File: src/rtl/resource_graph_deadlock_detector_unit_defines.svh
// ---------------------------------------------------------------------------
// Assertion macros for the resource graph deadlock detector
// Shared concurrent assertion forms, clocked on clk and quiet in reset.
// ---------------------------------------------------------------------------
`ifndef RESOURCE_GRAPH_DEADLOCK_DETECTOR_UNIT_DEFINES_SVH
`define RESOURCE_GRAPH_DEADLOCK_DETECTOR_UNIT_DEFINES_SVH

// Property that must hold at every clock edge outside reset.
`define RGDD_ASSERT(label, prop, msg) \
	label: assert property (@(posedge clk) disable iff (!arst_n) (prop)) else $error(msg);

// Condition in one cycle implies a consequence in the next cycle.
`define RGDD_ASSERT_NEXT(label, ante, cons, msg) \
	label: assert property (@(posedge clk) disable iff (!arst_n) (ante) |=> (cons)) \
		else $error(msg);

`endif

File: src/rtl/rgdd_pkg.sv
// ---------------------------------------------------------------------------
// rgdd_pkg
// Types and constants shared by the deadlock detector controller, datapath
// and top level.
// ---------------------------------------------------------------------------
package rgdd_pkg;

	localparam int MAX_PROCESSES = 16;
	localparam int MAX_RESOURCES = 16;
	localparam int VERTEX_COUNT  = MAX_PROCESSES + MAX_RESOURCES;

	localparam int PROC_W  = 4;
	localparam int RES_W   = 4;
	localparam int COUNT_W = 5;
	localparam int CUR_W   = $clog2(MAX_RESOURCES + 1);
	localparam int SP_W    = $clog2(VERTEX_COUNT);
	localparam int CFG_IDX_W = 1;

	localparam logic [CFG_IDX_W-1:0] CFG_PROCESS_COUNT  = 1'b0;
	localparam logic [CFG_IDX_W-1:0] CFG_RESOURCE_COUNT = 1'b1;

	typedef enum logic [1:0] {
		CMD_GET    = 2'd0,
		CMD_FREE   = 2'd1,
		CMD_DETECT = 2'd2
	} command_t;

	typedef enum logic [1:0] {
		ST_OK      = 2'd0,
		ST_REFUSED = 2'd1,
		ST_RANGE   = 2'd2
	} status_t;

	typedef struct packed {
		command_t          command;
		logic [PROC_W-1:0] process_index;
		logic [RES_W-1:0]  resource_index;
	} item_t;

	typedef struct packed {
		status_t status;
		logic    request_recorded;
		logic    deadlock;
	} result_t;

	// graph vertex: a process or a resource
	typedef struct packed {
		logic             is_res;
		logic [RES_W-1:0] idx;
	} vertex_t;

	typedef struct packed {
		vertex_t          vtx;
		logic [CUR_W-1:0] cur;
	} frame_t;

	typedef enum logic [2:0] {
		DP_NONE,
		DP_UPDATE,
		DP_CLEAR,
		DP_ROOT,
		DP_STEP
	} dp_op_t;

	typedef struct packed {
		dp_op_t op;
		logic   finish;
		logic   found;
	} dp_cmd_t;

	typedef struct packed {
		logic root_end;
		logic root_visited;
		logic found;
		logic tree_done;
	} dp_stat_t;

endpackage

File: src/rtl/rgdd_ctrl.sv
// ---------------------------------------------------------------------------
// rgdd_ctrl
// Sequencer for the deadlock detector: takes commands, runs the depth-first
// walk one step per cycle and tells the datapath when to report.
// ---------------------------------------------------------------------------
`include "resource_graph_deadlock_detector_unit_defines.svh"

module rgdd_ctrl (
	input  logic              clk,
	input  logic              arst_n,
	input  logic              start,
	input  logic              is_detect,
	input  rgdd_pkg::dp_stat_t stat,
	output rgdd_pkg::dp_cmd_t  cmd,
	output logic              busy
);

	typedef enum logic [1:0] {
		S_IDLE,
		S_ROOT,
		S_WALK
	} state_t;

	state_t state_q;
	state_t state_d;
	logic   accept;

	assign busy   = (state_q != S_IDLE);
	assign accept = start && (state_q == S_IDLE);

	always_comb begin
		state_d    = state_q;
		cmd.op     = rgdd_pkg::DP_NONE;
		cmd.finish = 1'b0;
		cmd.found  = 1'b0;
		case (state_q)
			S_IDLE: begin
				if (accept) begin
					if (is_detect) begin
						cmd.op  = rgdd_pkg::DP_CLEAR;
						state_d = S_ROOT;
					end else begin
						cmd.op = rgdd_pkg::DP_UPDATE;
					end
				end
			end
			S_ROOT: begin
				if (stat.root_end) begin
					cmd.finish = 1'b1;
					state_d    = S_IDLE;
				end else begin
					cmd.op = rgdd_pkg::DP_ROOT;
					if (!stat.root_visited) begin
						state_d = S_WALK;
					end
				end
			end
			S_WALK: begin
				cmd.op = rgdd_pkg::DP_STEP;
				if (stat.found) begin
					// back edge onto the current path: cycle
					cmd.finish = 1'b1;
					cmd.found  = 1'b1;
					state_d    = S_IDLE;
				end else if (stat.tree_done) begin
					state_d = S_ROOT;
				end
			end
			default: begin
				state_d = S_IDLE;
			end
		endcase
	end

	always_ff @(posedge clk or negedge arst_n) begin
		if (!arst_n) begin
			state_q <= S_IDLE;
		end else begin
			state_q <= state_d;
		end
	end

	`RGDD_ASSERT_NEXT(a_detect_starts_walk, accept && is_detect, state_q == S_ROOT, "detect did not start a walk")
	`RGDD_ASSERT_NEXT(a_finish_returns_idle, cmd.finish, state_q == S_IDLE, "walk did not end after report")

endmodule

File: src/rtl/rgdd_datapath.sv
// ---------------------------------------------------------------------------
// rgdd_datapath
// Allocation tables, walk stack and marks, and the result register of the
// deadlock detector.
// ---------------------------------------------------------------------------
`include "resource_graph_deadlock_detector_unit_defines.svh"

module rgdd_datapath (
	input  logic                                clk,
	input  logic                                arst_n,
	input  rgdd_pkg::item_t                     item,
	input  rgdd_pkg::dp_cmd_t                   cmd,
	input  logic                                cfg_we,
	input  logic [rgdd_pkg::CFG_IDX_W-1:0]      cfg_index,
	input  logic [rgdd_pkg::COUNT_W-1:0]        cfg_data,
	output rgdd_pkg::dp_stat_t                  stat,
	output logic                                done,
	output rgdd_pkg::result_t                   result
);

	logic [rgdd_pkg::COUNT_W-1:0] process_count_q;
	logic [rgdd_pkg::COUNT_W-1:0] resource_count_q;
	logic [rgdd_pkg::COUNT_W-1:0] pc;
	logic [rgdd_pkg::COUNT_W-1:0] rc;

	logic [rgdd_pkg::MAX_RESOURCES-1:0] holder_valid_q;
	logic [rgdd_pkg::PROC_W-1:0]        holder_proc_q [rgdd_pkg::MAX_RESOURCES];
	logic [rgdd_pkg::MAX_RESOURCES-1:0] request_q     [rgdd_pkg::MAX_PROCESSES];

	logic [rgdd_pkg::MAX_PROCESSES-1:0] visited_p_q;
	logic [rgdd_pkg::MAX_PROCESSES-1:0] onpath_p_q;
	logic [rgdd_pkg::MAX_RESOURCES-1:0] visited_r_q;
	logic [rgdd_pkg::MAX_RESOURCES-1:0] onpath_r_q;

	rgdd_pkg::frame_t              stack_q [rgdd_pkg::VERTEX_COUNT];
	logic [rgdd_pkg::SP_W-1:0]     sp_q;
	rgdd_pkg::vertex_t             top_vtx_q;
	logic [rgdd_pkg::CUR_W-1:0]    top_cur_q;
	logic [rgdd_pkg::COUNT_W-1:0]  root_q;

	logic                          done_q;
	rgdd_pkg::result_t             result_q;

	// update path
	logic [rgdd_pkg::PROC_W-1:0] up_p;
	logic [rgdd_pkg::RES_W-1:0]  up_r;
	logic                        in_range;
	logic                        do_grant;
	logic                        do_record;
	logic                        do_release;
	rgdd_pkg::result_t           up_result;

	// walk step
	logic [rgdd_pkg::MAX_RESOURCES-1:0] elig;
	logic                               has_succ;
	rgdd_pkg::vertex_t                  succ;
	logic [rgdd_pkg::CUR_W-1:0]         new_cur;
	logic                               succ_onpath;
	logic                               succ_visited;
	logic                               push;
	logic                               pop;
	logic                               step;

	assign pc = (process_count_q > rgdd_pkg::COUNT_W'(rgdd_pkg::MAX_PROCESSES)) ?
		rgdd_pkg::COUNT_W'(rgdd_pkg::MAX_PROCESSES) : process_count_q;
	assign rc = (resource_count_q > rgdd_pkg::COUNT_W'(rgdd_pkg::MAX_RESOURCES)) ?
		rgdd_pkg::COUNT_W'(rgdd_pkg::MAX_RESOURCES) : resource_count_q;

	always_ff @(posedge clk or negedge arst_n) begin
		if (!arst_n) begin
			process_count_q  <= rgdd_pkg::COUNT_W'(16);
			resource_count_q <= rgdd_pkg::COUNT_W'(16);
		end else if (cfg_we) begin
			case (cfg_index)
				rgdd_pkg::CFG_PROCESS_COUNT:  process_count_q  <= cfg_data;
				rgdd_pkg::CFG_RESOURCE_COUNT: resource_count_q <= cfg_data;
				default: ;
			endcase
		end
	end

	// get and free
	always_comb begin
		up_p       = item.process_index;
		up_r       = item.resource_index;
		in_range   = ({1'b0, up_p} < pc) && ({1'b0, up_r} < rc);
		do_grant   = 1'b0;
		do_record  = 1'b0;
		do_release = 1'b0;
		up_result  = '{status: rgdd_pkg::ST_OK, request_recorded: 1'b0, deadlock: 1'b0};
		case (item.command)
			rgdd_pkg::CMD_GET: begin
				if (!in_range) begin
					up_result.status = rgdd_pkg::ST_RANGE;
				end else if (holder_valid_q[up_r]) begin
					up_result.status = rgdd_pkg::ST_REFUSED;
					if (!request_q[up_p][up_r] && (holder_proc_q[up_r] != up_p)) begin
						do_record                  = 1'b1;
						up_result.request_recorded = 1'b1;
					end
				end else begin
					do_grant = 1'b1;
				end
			end
			rgdd_pkg::CMD_FREE: begin
				if (!in_range) begin
					up_result.status = rgdd_pkg::ST_RANGE;
				end else if (holder_valid_q[up_r] && (holder_proc_q[up_r] == up_p) &&
						(request_q[up_p] == '0)) begin
					do_release = 1'b1;
				end else begin
					up_result.status = rgdd_pkg::ST_REFUSED;
				end
			end
			rgdd_pkg::CMD_DETECT: ;
			default: begin
				up_result.status = rgdd_pkg::ST_REFUSED;
			end
		endcase
	end

	always_ff @(posedge clk or negedge arst_n) begin
		if (!arst_n) begin
			holder_valid_q <= '0;
			for (int i = 0; i < rgdd_pkg::MAX_PROCESSES; i++) begin
				request_q[i] <= '0;
			end
		end else if (cmd.op == rgdd_pkg::DP_UPDATE) begin
			if (do_grant) begin
				holder_valid_q[up_r] <= 1'b1;
				request_q[up_p][up_r] <= 1'b0;
			end
			if (do_record) begin
				request_q[up_p][up_r] <= 1'b1;
			end
			if (do_release) begin
				holder_valid_q[up_r] <= 1'b0;
			end
		end
	end

	always_ff @(posedge clk) begin
		if ((cmd.op == rgdd_pkg::DP_UPDATE) && do_grant) begin
			holder_proc_q[up_r] <= up_p;
		end
	end

	// successor of the top vertex from its cursor
	always_comb begin
		for (int i = 0; i < rgdd_pkg::MAX_RESOURCES; i++) begin
			elig[i] = request_q[top_vtx_q.idx][i] &&
				(rgdd_pkg::COUNT_W'(i) < rc) && (rgdd_pkg::CUR_W'(i) >= top_cur_q);
		end
		has_succ = 1'b0;
		succ     = '0;
		new_cur  = top_cur_q;
		if (!top_vtx_q.is_res) begin
			for (int i = rgdd_pkg::MAX_RESOURCES - 1; i >= 0; i--) begin
				if (elig[i]) begin
					has_succ = 1'b1;
					succ     = '{is_res: 1'b1, idx: rgdd_pkg::RES_W'(i)};
					new_cur  = rgdd_pkg::CUR_W'(i) + rgdd_pkg::CUR_W'(1);
				end
			end
		end else if ((top_cur_q == '0) && holder_valid_q[top_vtx_q.idx] &&
				({1'b0, holder_proc_q[top_vtx_q.idx]} < pc)) begin
			has_succ = 1'b1;
			succ     = '{is_res: 1'b0, idx: holder_proc_q[top_vtx_q.idx]};
			new_cur  = rgdd_pkg::CUR_W'(1);
		end
		succ_onpath  = succ.is_res ? onpath_r_q[succ.idx]  : onpath_p_q[succ.idx];
		succ_visited = succ.is_res ? visited_r_q[succ.idx] : visited_p_q[succ.idx];
	end

	assign step = (cmd.op == rgdd_pkg::DP_STEP);
	assign pop  = !has_succ;
	assign push = has_succ && !succ_onpath && !succ_visited;

	assign stat.root_end     = (root_q >= pc);
	assign stat.root_visited = visited_p_q[root_q[rgdd_pkg::PROC_W-1:0]];
	assign stat.found        = has_succ && succ_onpath;
	assign stat.tree_done    = pop && (sp_q == '0);

	always_ff @(posedge clk or negedge arst_n) begin
		if (!arst_n) begin
			visited_p_q <= '0;
			onpath_p_q  <= '0;
			visited_r_q <= '0;
			onpath_r_q  <= '0;
			sp_q        <= '0;
			root_q      <= '0;
		end else begin
			case (cmd.op)
				rgdd_pkg::DP_CLEAR: begin
					visited_p_q <= '0;
					onpath_p_q  <= '0;
					visited_r_q <= '0;
					onpath_r_q  <= '0;
					sp_q        <= '0;
					root_q      <= '0;
				end
				rgdd_pkg::DP_ROOT: begin
					if (visited_p_q[root_q[rgdd_pkg::PROC_W-1:0]]) begin
						root_q <= root_q + rgdd_pkg::COUNT_W'(1);
					end else begin
						visited_p_q[root_q[rgdd_pkg::PROC_W-1:0]] <= 1'b1;
						onpath_p_q[root_q[rgdd_pkg::PROC_W-1:0]]  <= 1'b1;
						sp_q <= '0;
					end
				end
				rgdd_pkg::DP_STEP: begin
					if (pop) begin
						if (top_vtx_q.is_res) begin
							onpath_r_q[top_vtx_q.idx] <= 1'b0;
						end else begin
							onpath_p_q[top_vtx_q.idx] <= 1'b0;
						end
						if (sp_q == '0) begin
							root_q <= root_q + rgdd_pkg::COUNT_W'(1);
						end else begin
							sp_q <= sp_q - rgdd_pkg::SP_W'(1);
						end
					end else if (push) begin
						if (succ.is_res) begin
							visited_r_q[succ.idx] <= 1'b1;
							onpath_r_q[succ.idx]  <= 1'b1;
						end else begin
							visited_p_q[succ.idx] <= 1'b1;
							onpath_p_q[succ.idx]  <= 1'b1;
						end
						sp_q <= sp_q + rgdd_pkg::SP_W'(1);
					end
				end
				default: ;
			endcase
		end
	end

	// top of the walk and the frames beneath it
	always_ff @(posedge clk) begin
		if ((cmd.op == rgdd_pkg::DP_ROOT) && !visited_p_q[root_q[rgdd_pkg::PROC_W-1:0]]) begin
			top_vtx_q <= '{is_res: 1'b0, idx: root_q[rgdd_pkg::PROC_W-1:0]};
			top_cur_q <= '0;
		end else if (step) begin
			if (pop) begin
				if (sp_q != '0) begin
					top_vtx_q <= stack_q[sp_q - rgdd_pkg::SP_W'(1)].vtx;
					top_cur_q <= stack_q[sp_q - rgdd_pkg::SP_W'(1)].cur;
				end
			end else if (push) begin
				stack_q[sp_q] <= '{vtx: top_vtx_q, cur: new_cur};
				top_vtx_q     <= succ;
				top_cur_q     <= '0;
			end else begin
				top_cur_q <= new_cur;
			end
		end
	end

	always_ff @(posedge clk or negedge arst_n) begin
		if (!arst_n) begin
			done_q <= 1'b0;
		end else begin
			done_q <= (cmd.op == rgdd_pkg::DP_UPDATE) || cmd.finish;
		end
	end

	always_ff @(posedge clk) begin
		if (cmd.op == rgdd_pkg::DP_UPDATE) begin
			result_q <= up_result;
		end else if (cmd.finish) begin
			result_q <= '{status: rgdd_pkg::ST_OK, request_recorded: 1'b0, deadlock: cmd.found};
		end
	end

	assign done   = done_q;
	assign result = result_q;

	`RGDD_ASSERT(a_stack_no_overflow, !(step && push) || (sp_q != '1), "walk stack overflow")
	`RGDD_ASSERT(a_path_marks_visited, ((onpath_p_q & ~visited_p_q) == '0) && ((onpath_r_q & ~visited_r_q) == '0), "path mark without visit mark")
	`RGDD_ASSERT(a_done_has_source, !done_q || $past((cmd.op == rgdd_pkg::DP_UPDATE) || cmd.finish), "result strobe without a source")

endmodule

File: src/rtl/resource_graph_deadlock_detector_unit.sv
// ---------------------------------------------------------------------------
// resource_graph_deadlock_detector_unit
// Single-instance resource allocation graph with cycle (deadlock) detection.
// ---------------------------------------------------------------------------
// Usage:
//   Input channel: drive item and raise start; the item is taken at a clock
//   edge with start high and busy low. Commands: get, free, detect.
//   Result channel: done is high for one cycle with result valid; the
//   receiver cannot stall, so every result must be taken in that cycle.
//   Configuration: cfg_we, cfg_index, cfg_data write the process or resource
//   count that cfg_index selects; write only while the block is idle.
// Command flow:
//   get, free and the unused code finish with done registered in the cycle
//   after acceptance and may be issued every cycle; busy stays low.
//   detect raises busy while it probes each root, examines each edge and
//   retires each vertex, plus a closing probe when no cycle is found. done
//   is high in the first cycle with busy low.
// Reset: all resources free, no requests, both counts 16, no walk pending.
// ---------------------------------------------------------------------------
module resource_graph_deadlock_detector_unit (
	input  logic                           clk,
	input  logic                           arst_n,
	input  logic                           start,
	input  rgdd_pkg::item_t                item,
	output logic                           busy,
	output logic                           done,
	output rgdd_pkg::result_t              result,
	input  logic                           cfg_we,
	input  logic [rgdd_pkg::CFG_IDX_W-1:0] cfg_index,
	input  logic [rgdd_pkg::COUNT_W-1:0]   cfg_data
);

	rgdd_pkg::dp_cmd_t  cmd;
	rgdd_pkg::dp_stat_t stat;
	logic               is_detect;

	assign is_detect = (item.command == rgdd_pkg::CMD_DETECT);

	rgdd_ctrl u_ctrl (
		.clk       (clk),
		.arst_n    (arst_n),
		.start     (start),
		.is_detect (is_detect),
		.stat      (stat),
		.cmd       (cmd),
		.busy      (busy)
	);

	rgdd_datapath u_datapath (
		.clk       (clk),
		.arst_n    (arst_n),
		.item      (item),
		.cmd       (cmd),
		.cfg_we    (cfg_we),
		.cfg_index (cfg_index),
		.cfg_data  (cfg_data),
		.stat      (stat),
		.done      (done),
		.result    (result)
	);

endmodule

File: config.mk
export PLATFORM = sky130hd
export DESIGN_NAME = resource_graph_deadlock_detector_unit
export DESIGN_NICKNAME = d
export VERILOG_FILES = /design/src/rtl/rgdd_pkg.sv /design/src/rtl/rgdd_ctrl.sv /design/src/rtl/rgdd_datapath.sv /design/src/rtl/resource_graph_deadlock_detector_unit.sv
export VERILOG_INCLUDE_DIRS = /design/src /design/src/rtl
export SDC_FILE = /design/constraint.sdc
export NUM_CORES = 2
export LEC_CHECK = 0
export BUFFER_PORTS_ARGS = -buffer_cell sky130_fd_sc_hd__clkbuf_2
export CAP_MARGIN = 5
export CORE_ASPECT_RATIO = 1.4
export CORE_MARGIN = 4
export CORE_UTILIZATION = 30
export CTS_CLUSTER_SIZE = 28
export DETAILED_ROUTE_END_ITERATION = 10
export REMOVE_ABC_BUFFERS = 1
export SLEW_MARGIN = 10
export SYNTH_ARGS = -nofsm -noshare
export SYNTH_HDL_FRONTEND = slang
export SYNTH_SLANG_ARGS = --single-unit
File: constraint.sdc
create_clock -name clk -period 8.7 [get_ports clk]
set_input_delay 2.175 -clock clk [delete_from_list [all_inputs] [get_ports clk]]
set_output_delay 2.175 -clock clk [all_outputs]
set_load 0.1 [all_outputs]
After elaboration in Yosys (flattened, before gate mapping)
Memory sizes are Yosys's and may differ from the RTL's. A register that Yosys moved wholly into a read port is not among the register bits.
Cells that the tools add are included.

word-level totals
  register bits = 373
  RAM bits = 384
  input port bits = 20
  output and inout bits = 6
  logic and storage cells = 391
  memories kept = 2

cells by class
  $add $sub $neg = 3
  $lt $le $gt $ge = 49
  equal/unequal tests = 30
  muxes and demuxes = 175
  bitwise gates (word level) = 18
  reductions and logical operators = 81

memories
  name                      words  bits a word  read ports  clocked after Yosys merged registers in  write ports  line                 text
  u_datapath.stack_q        32     10           1           0                                        1            rgdd_datapath.sv:35  rgdd_pkg::frame_t stack_q [rgdd_pkg::VERTEX_COUNT];
  u_datapath.holder_proc_q  16     4            2           1                                        1            rgdd_datapath.sv:27  logic [rgdd_pkg::PROC_W-1:0] holder_proc_q [rgdd_pkg::MAX_RESOURCES];

operators with widths
  cell                count
  $mux 256            3
  $mux 16             24
  $and 256x256->256   1
  $not 256->256       1
  $or 256x256->256    1
  $mux 5              50
  $bmux 16 s4         2
  $or 16x16->16       7
  $pmux 16 s3         2
  $demux 16 s4        1
  $pmux 16 s2         2
  $mux 1              54
  $logic_and 1x1->1   50
  $and 16x16->16      3
  $ge 4x5->1 const A  8
  $lt 4x5->1 const A  8
  $bmux 1 s4          8
  $not 16->16         2
  $pmux 5 s3          2
  $mux 2              13
  $mux 4              6
  $ne 3x3->1 const B  7
  $ge 3x5->1 const A  4
  $lt 3x5->1 const A  4
  other kinds (42)    93

Logic depth before layout (Yosys ltp)
  depth after elaboration = 34
  mapped depth = 24
  gate-level depth less buffers = 18

Cells and area by module
From an unflattened synthesis, not the netlist that was laid out.

unflattened totals
  cell total of the unflattened synthesis = 2954
  area total of the unflattened synthesis = 37957.7 um2

modules (own cells, without submodules)
  module                                 instances  cells an instance  area an instance (um2)  seq. area each (um2)
  rgdd_datapath                          1          2926               37703.7                 20897.5
  rgdd_ctrl                              1          27                 240.2                   50.0
  resource_graph_deadlock_detector_unit  1          1                  13.8                    0.0

Worst setup path after synthesis
OpenSTA, ideal clock, no wires.

  kind = reg-to-reg
  from = register with a tool-made name
  to = memory u_datapath.stack_q[17][0] (netlist bit) (enable)
  setup time = 0.376 ns
  arrival time = 6.117 ns
  data required time = 8.324 ns
  slack = 2.207 ns
  cell stages (with the launch flop) = 21
  path buffers = 2
  period minus slack after synthesis = 6.493 ns
  cell sequence = dfxtp_1 clkbuf_1 buf_1 mux4_2 mux4_2 ha_1 or4b_2 nor2_1 a22oi_1 a21o_1 nor2_1 a211oi_1 a222oi_1 o2111ai_1 a21boi_0 nand4_1 a311oi_1 or3_1 nor3_2 nand2_1 nor2_1

RTL lines
  item              line
  end: declaration  rgdd_datapath.sv:35

Worst setup path in the final report
  from = register u_datapath.top_vtx_q[1] (netlist bit)
  to = memory u_datapath.stack_q[21][8] (netlist bit) (enable)

on the way
  cells in the longest elaborated chain, start to end = 34
  elaborated cells between the ends (all ways) = 95
  those cells by class = mux (56); bitwise (1); reduce/logical (38)

ends and longest elaborated chain
  item                                         line                  text
  start: declaration                           rgdd_datapath.sv:37   rgdd_pkg::vertex_t top_vtx_q;
  start signal: assignment                     rgdd_datapath.sv:242  top_vtx_q <= '{is_res: 1'b0, idx: root_q[rgdd_pkg::PROC_W-1:0]};
  start signal: assignment                     rgdd_datapath.sv:247  top_vtx_q <= stack_q[sp_q - rgdd_pkg::SP_W'(1)].vtx;
  start signal: assignment                     rgdd_datapath.sv:252  top_vtx_q <= succ;
  $not 4->5 (not written as such)              rgdd_datapath.sv:151  elig[i] = request_q[top_vtx_q.idx][i] &&
  $bmux 16 s4                                  rgdd_datapath.sv:151
  $mux 16 (not written as such) (2 in series)  rgdd_datapath.sv:151
  $logic_and 1x1->1                            rgdd_datapath.sv:151
  $logic_and 1x1->1                            rgdd_datapath.sv:152  (rgdd_pkg::COUNT_W'(i) < rc) && (rgdd_pkg::CUR_W'(i) >= top_cur_q);
  $mux 5 (16 in series)                        rgdd_datapath.sv:159  if (elig[i]) begin
  $mux 5                                       rgdd_datapath.sv:157  if (!top_vtx_q.is_res) begin
  $bmux 1 s4                                   rgdd_datapath.sv:171  succ_onpath = succ.is_res ? onpath_r_q[succ.idx] : onpath_p_q[succ.idx];
  $mux 1 (not written as such)                 rgdd_datapath.sv:171
  $mux 1                                       rgdd_datapath.sv:171
  $logic_not 1->1                              rgdd_datapath.sv:177  assign push = has_succ && !succ_onpath && !succ_visited;
  $logic_and 1x1->1 (2 in series)              rgdd_datapath.sv:177
  $mux 1                                       rgdd_datapath.sv:250  end else if (push) begin
  $mux 1 *                                     rgdd_datapath.sv:245  if (pop) begin
  $mux 1 *                                     rgdd_datapath.sv:244  end else if (step) begin
  $mux 1 *                                     rgdd_datapath.sv:241  if ((cmd.op == rgdd_pkg::DP_ROOT) && !visited_p_q[root_q[rgdd_pkg::PROC_W-1:0]]) begin
  $mux 1 (not written as such) *               rgdd_datapath.sv:251  stack_q[sp_q] <= '{vtx: top_vtx_q, cur: new_cur};

Mark *: on every way between the ends. The rest lies on a longest branch, timed or not. The select of a mux whose other input is x is not followed.

==> impl_metrics.tcl <==
set metrics [dict create \
    status "finished, final reports clean" \
    cp-start-kind "flip-flop" \
    via_per_inst 5.836 \
    portBuffers 25 \
    setup_viol 0 \
    post_drt_wl_per_cell_um 26.54 \
    antenna_found_initial 8 \
    vias 26910 \
    timing.fmax_mhz 128.2 \
    power.density_nw_per_um2 367.0 \
    pin_count 26 \
    drtAntennaViolNets 0 \
    final_util 0.3374 \
    drive_gt1_frac 0.1875 \
    setup_ws_ns 0.9014 \
    die-area_um2 132500 \
    synth_cell_types 99 \
    worstPathMaxFanout 24 \
    start_util 0.3021 \
    layout_common_cells "620 x o21ai_0, 391 x edfxtp_1, 356 x dfrtp_1" \
    cellLeakagePower_nw 15.40 \
    fin_tns_setup_ns 0 \
    crit_type "reg -> reg" \
    area_growth_pct 11.69 \
    syn_inst 2958 \
    fillers 12230 \
    synth_ff_type "edfxtp_1" \
    worstMarginPinSlew_ns 1.399 \
    grt_overflow 0 \
    firstDrtPassIters 6 \
    grt_pass1_wl_um 181400 \
    crit_required_ns 8.99 \
    clock_path_buffers 3 \
    layout_commonest_cell "o21ai_0" \
    dp_hpwl_um 83030 \
    finClkSkew_ns 0.05367 \
    grt_pass1_vias 27040 \
    slew_violations 0 \
    rrSetupSlack_ns 0.90 \
    crit_path_end_kind "flip-flop" \
    finalCritPeriodShare 0.8964 \
    synth_area_um2 38010 \
    wl_um 122400 \
    timing_hold_violations_final 0 \
    post-cts-setup-buffer-count 0 \
    core_region_area_um2 125800 \
    rows 154 \
    cts_buffers 77 \
    drt-initial-drc-count 3073 \
    synth_edf_count 391 \
    ir_drop_mv 0.5399 \
    cts-hold-fix-buffers 0 \
    die_w_um 308.8 \
    htreeDepth 3 \
    clkSlewWorstSetupHoldPaths_ns 0.07 \
    clk_latency_ns 0.68 \
    slew_headroom 0.05906 \
    pre_cts_ws_ns 1.097 \
    track_usage 0.1823 \
    holdCritPathClass "reg -> reg" \
    yosys_warnings 0 \
    hold_slack_ns 0.5014 \
    maxCapViolCount 0 \
    async_flop_share 0.4717 \
    ys_ff_latch 761 \
    place.gp.congestion 1.002 \
    nets 2953 \
    cts-root-buf "clkbuf_16" \
    grt_max_degree 154 \
    period_needed_ns 7.799 \
    dieHeight_um 429.2 \
    cts_tree "done" \
    grt_setup_unrepaired "no" \
    postSynthAreaPerCell_um2 12.85 \
    cts_resized 0 \
    drc 0 \
    ys_seq_area_frac 0.5511 \
    cts.sinks 761 \
    cp_data_arrival_time_ns 8.09 \
]
-- stage by stage --
stage	cell area (µm²)	std cells	total power [W]
after floorplan	36750	2713	0.009236
after global placement	39720	4465	0.01185
final	42450	4611	0.01558
after CTS	42440	4608	0.01547
after global routing	42440	4608	0.01613
after detailed placement	39720	4465	0.01189
-- power by group --
group,total [W],switching (W),internal [W]
Combinational,0.00708,0.00481,0.00227
Clock,0.00358,0.00152,0.00206
Sequential,0.00492,0.000368,0.00455
Total,0.0156,0.00670,0.00888
-- registers in the layout (all words and copies together) (netlist names), named ones only --
| signal | flops |
|---|---|
| u_datapath.resource_count_q | 5 |
| u_datapath.visited_r_q | 16 |
| u_datapath.top_cur_q | 5 |
| u_ctrl.state_q | 2 |
| u_datapath.sp_q | 5 |
| u_datapath.top_vtx_q | 5 |
| u_datapath.process_count_q | 5 |
| u_datapath.result | 4 |
| u_datapath.onpath_r_q | 16 |
| u_datapath.done | 1 |
| u_datapath.onpath_p_q | 16 |
| u_datapath.visited_p_q | 16 |
| u_datapath.root_q | 5 |
| u_datapath.holder_valid_q | 16 |
| u_datapath.holder_proc_q | 64 |
| u_datapath.request_q | 256 |
| u_datapath.stack_q | 320 |
-- kinds of logic (layout without fill, tap and decap cells) --
logic type / count (synthesis) / in the layout / share of synthesized area
other: 0 / 3 / 0
adder cells (fa/ha/maj): 27 / 27 / 0.008888
AO/OA/AOI/OAI: 933 / 933 / 0.1429
buffers and inverters: 305 / 317 / 0.03898
XOR/XNOR: 10 / 10 / 0.002304
AND/OR/NAND/NOR: 522 / 522 / 0.06548
flip-flops: 761 / 761 / 0.5511
multiplexers: 400 / 400 / 0.1903
-- metal layers --
layer  track usage  wire [µm]  vias to the layer above
met5             0         61                        -
met4        0.1103       8599                        8
li1              -          -                    11360
met3       0.03113       8252                      418
met1        0.2124      44640                    13780
met2        0.3135      60810                     1340
-- synth_stat cells, types with 26 or more instances --
cell type,count,share of area
dfrtp_1,357,0.24
a21oi_1,62,0.0082
nor3_1,30,0.0040
edfxtp_1,391,0.31
o211ai_1,26,0.0051
o21ai_0,622,0.082
mux4_2,254,0.15
mux2_2,28,0.0083
clkbuf_1,168,0.017
mux2i_1,117,0.031
nand2_1,196,0.019
inv_1,58,0.0057
nand3_1,41,0.0054
nor2_1,114,0.011
a22oi_1,45,0.0089
ha_1,27,0.0089
-- critical path, stage by stage (launching register included) --
cell,delay (ns)
edfxtp_1,1.20
buf_4,0.41
mux4_2,0.52
mux2_2,0.28
o211ai_1,0.61
nor4b_1,0.55
o311ai_1,0.34
a222oi_1,0.81
o2111ai_1,0.20
a21boi_0,0.17
nand4_1,0.17
a211oi_1,0.15
or3_1,0.45
nor3_2,0.32
nand2_1,0.39
nor2_1,0.80
-- path summary, 6_finish.rpt --
check / from / end / cells past startpoint
max: u_datapath.top_vtx_q[1]$_DFFE_PP_ / u_datapath.stack_q[21][8]$_DFFE_PP_ / 15
min: u_datapath.visited_r_q[3]$_DFFE_PN0P_ / u_datapath.visited_r_q[3]$_DFFE_PN0P_ / 2
max reg2reg: u_datapath.top_vtx_q[1]$_DFFE_PP_ / u_datapath.stack_q[21][8]$_DFFE_PP_ / 15
min reg2reg: u_datapath.visited_r_q[3]$_DFFE_PN0P_ / u_datapath.visited_r_q[3]$_DFFE_PN0P_ / 2
max in group asynchronous: arst_n / u_datapath.sp_q[0]$_DFFE_PN0P_ / 2
min in group asynchronous: arst_n / u_datapath.request_q[85]$_DFFE_PN0P_ / 1
-- cell type report --
| type | instances | area [µm²] | share of cell area |
|---|---|---|---|
| Timing Repair Buffer | 114 | 845.8 | 0.01993 |
| Inverter | 60 | 225.2 | 0.005306 |
| Clock buffer | 98 | 2127 | 0.05011 |
| Antenna cell | 3 | 7.507 | 0.0001769 |
| Clock inverter | 45 | 598.1 | 0.01409 |
| Multi-Input combinational cell | 1892 | 15650 | 0.3686 |
| Tap cell | 1638 | 2049 | 0.04828 |
| Sequential cell | 761 | 20950 | 0.4936 |
No activity file was read; power rests on OpenSTA's default activity.
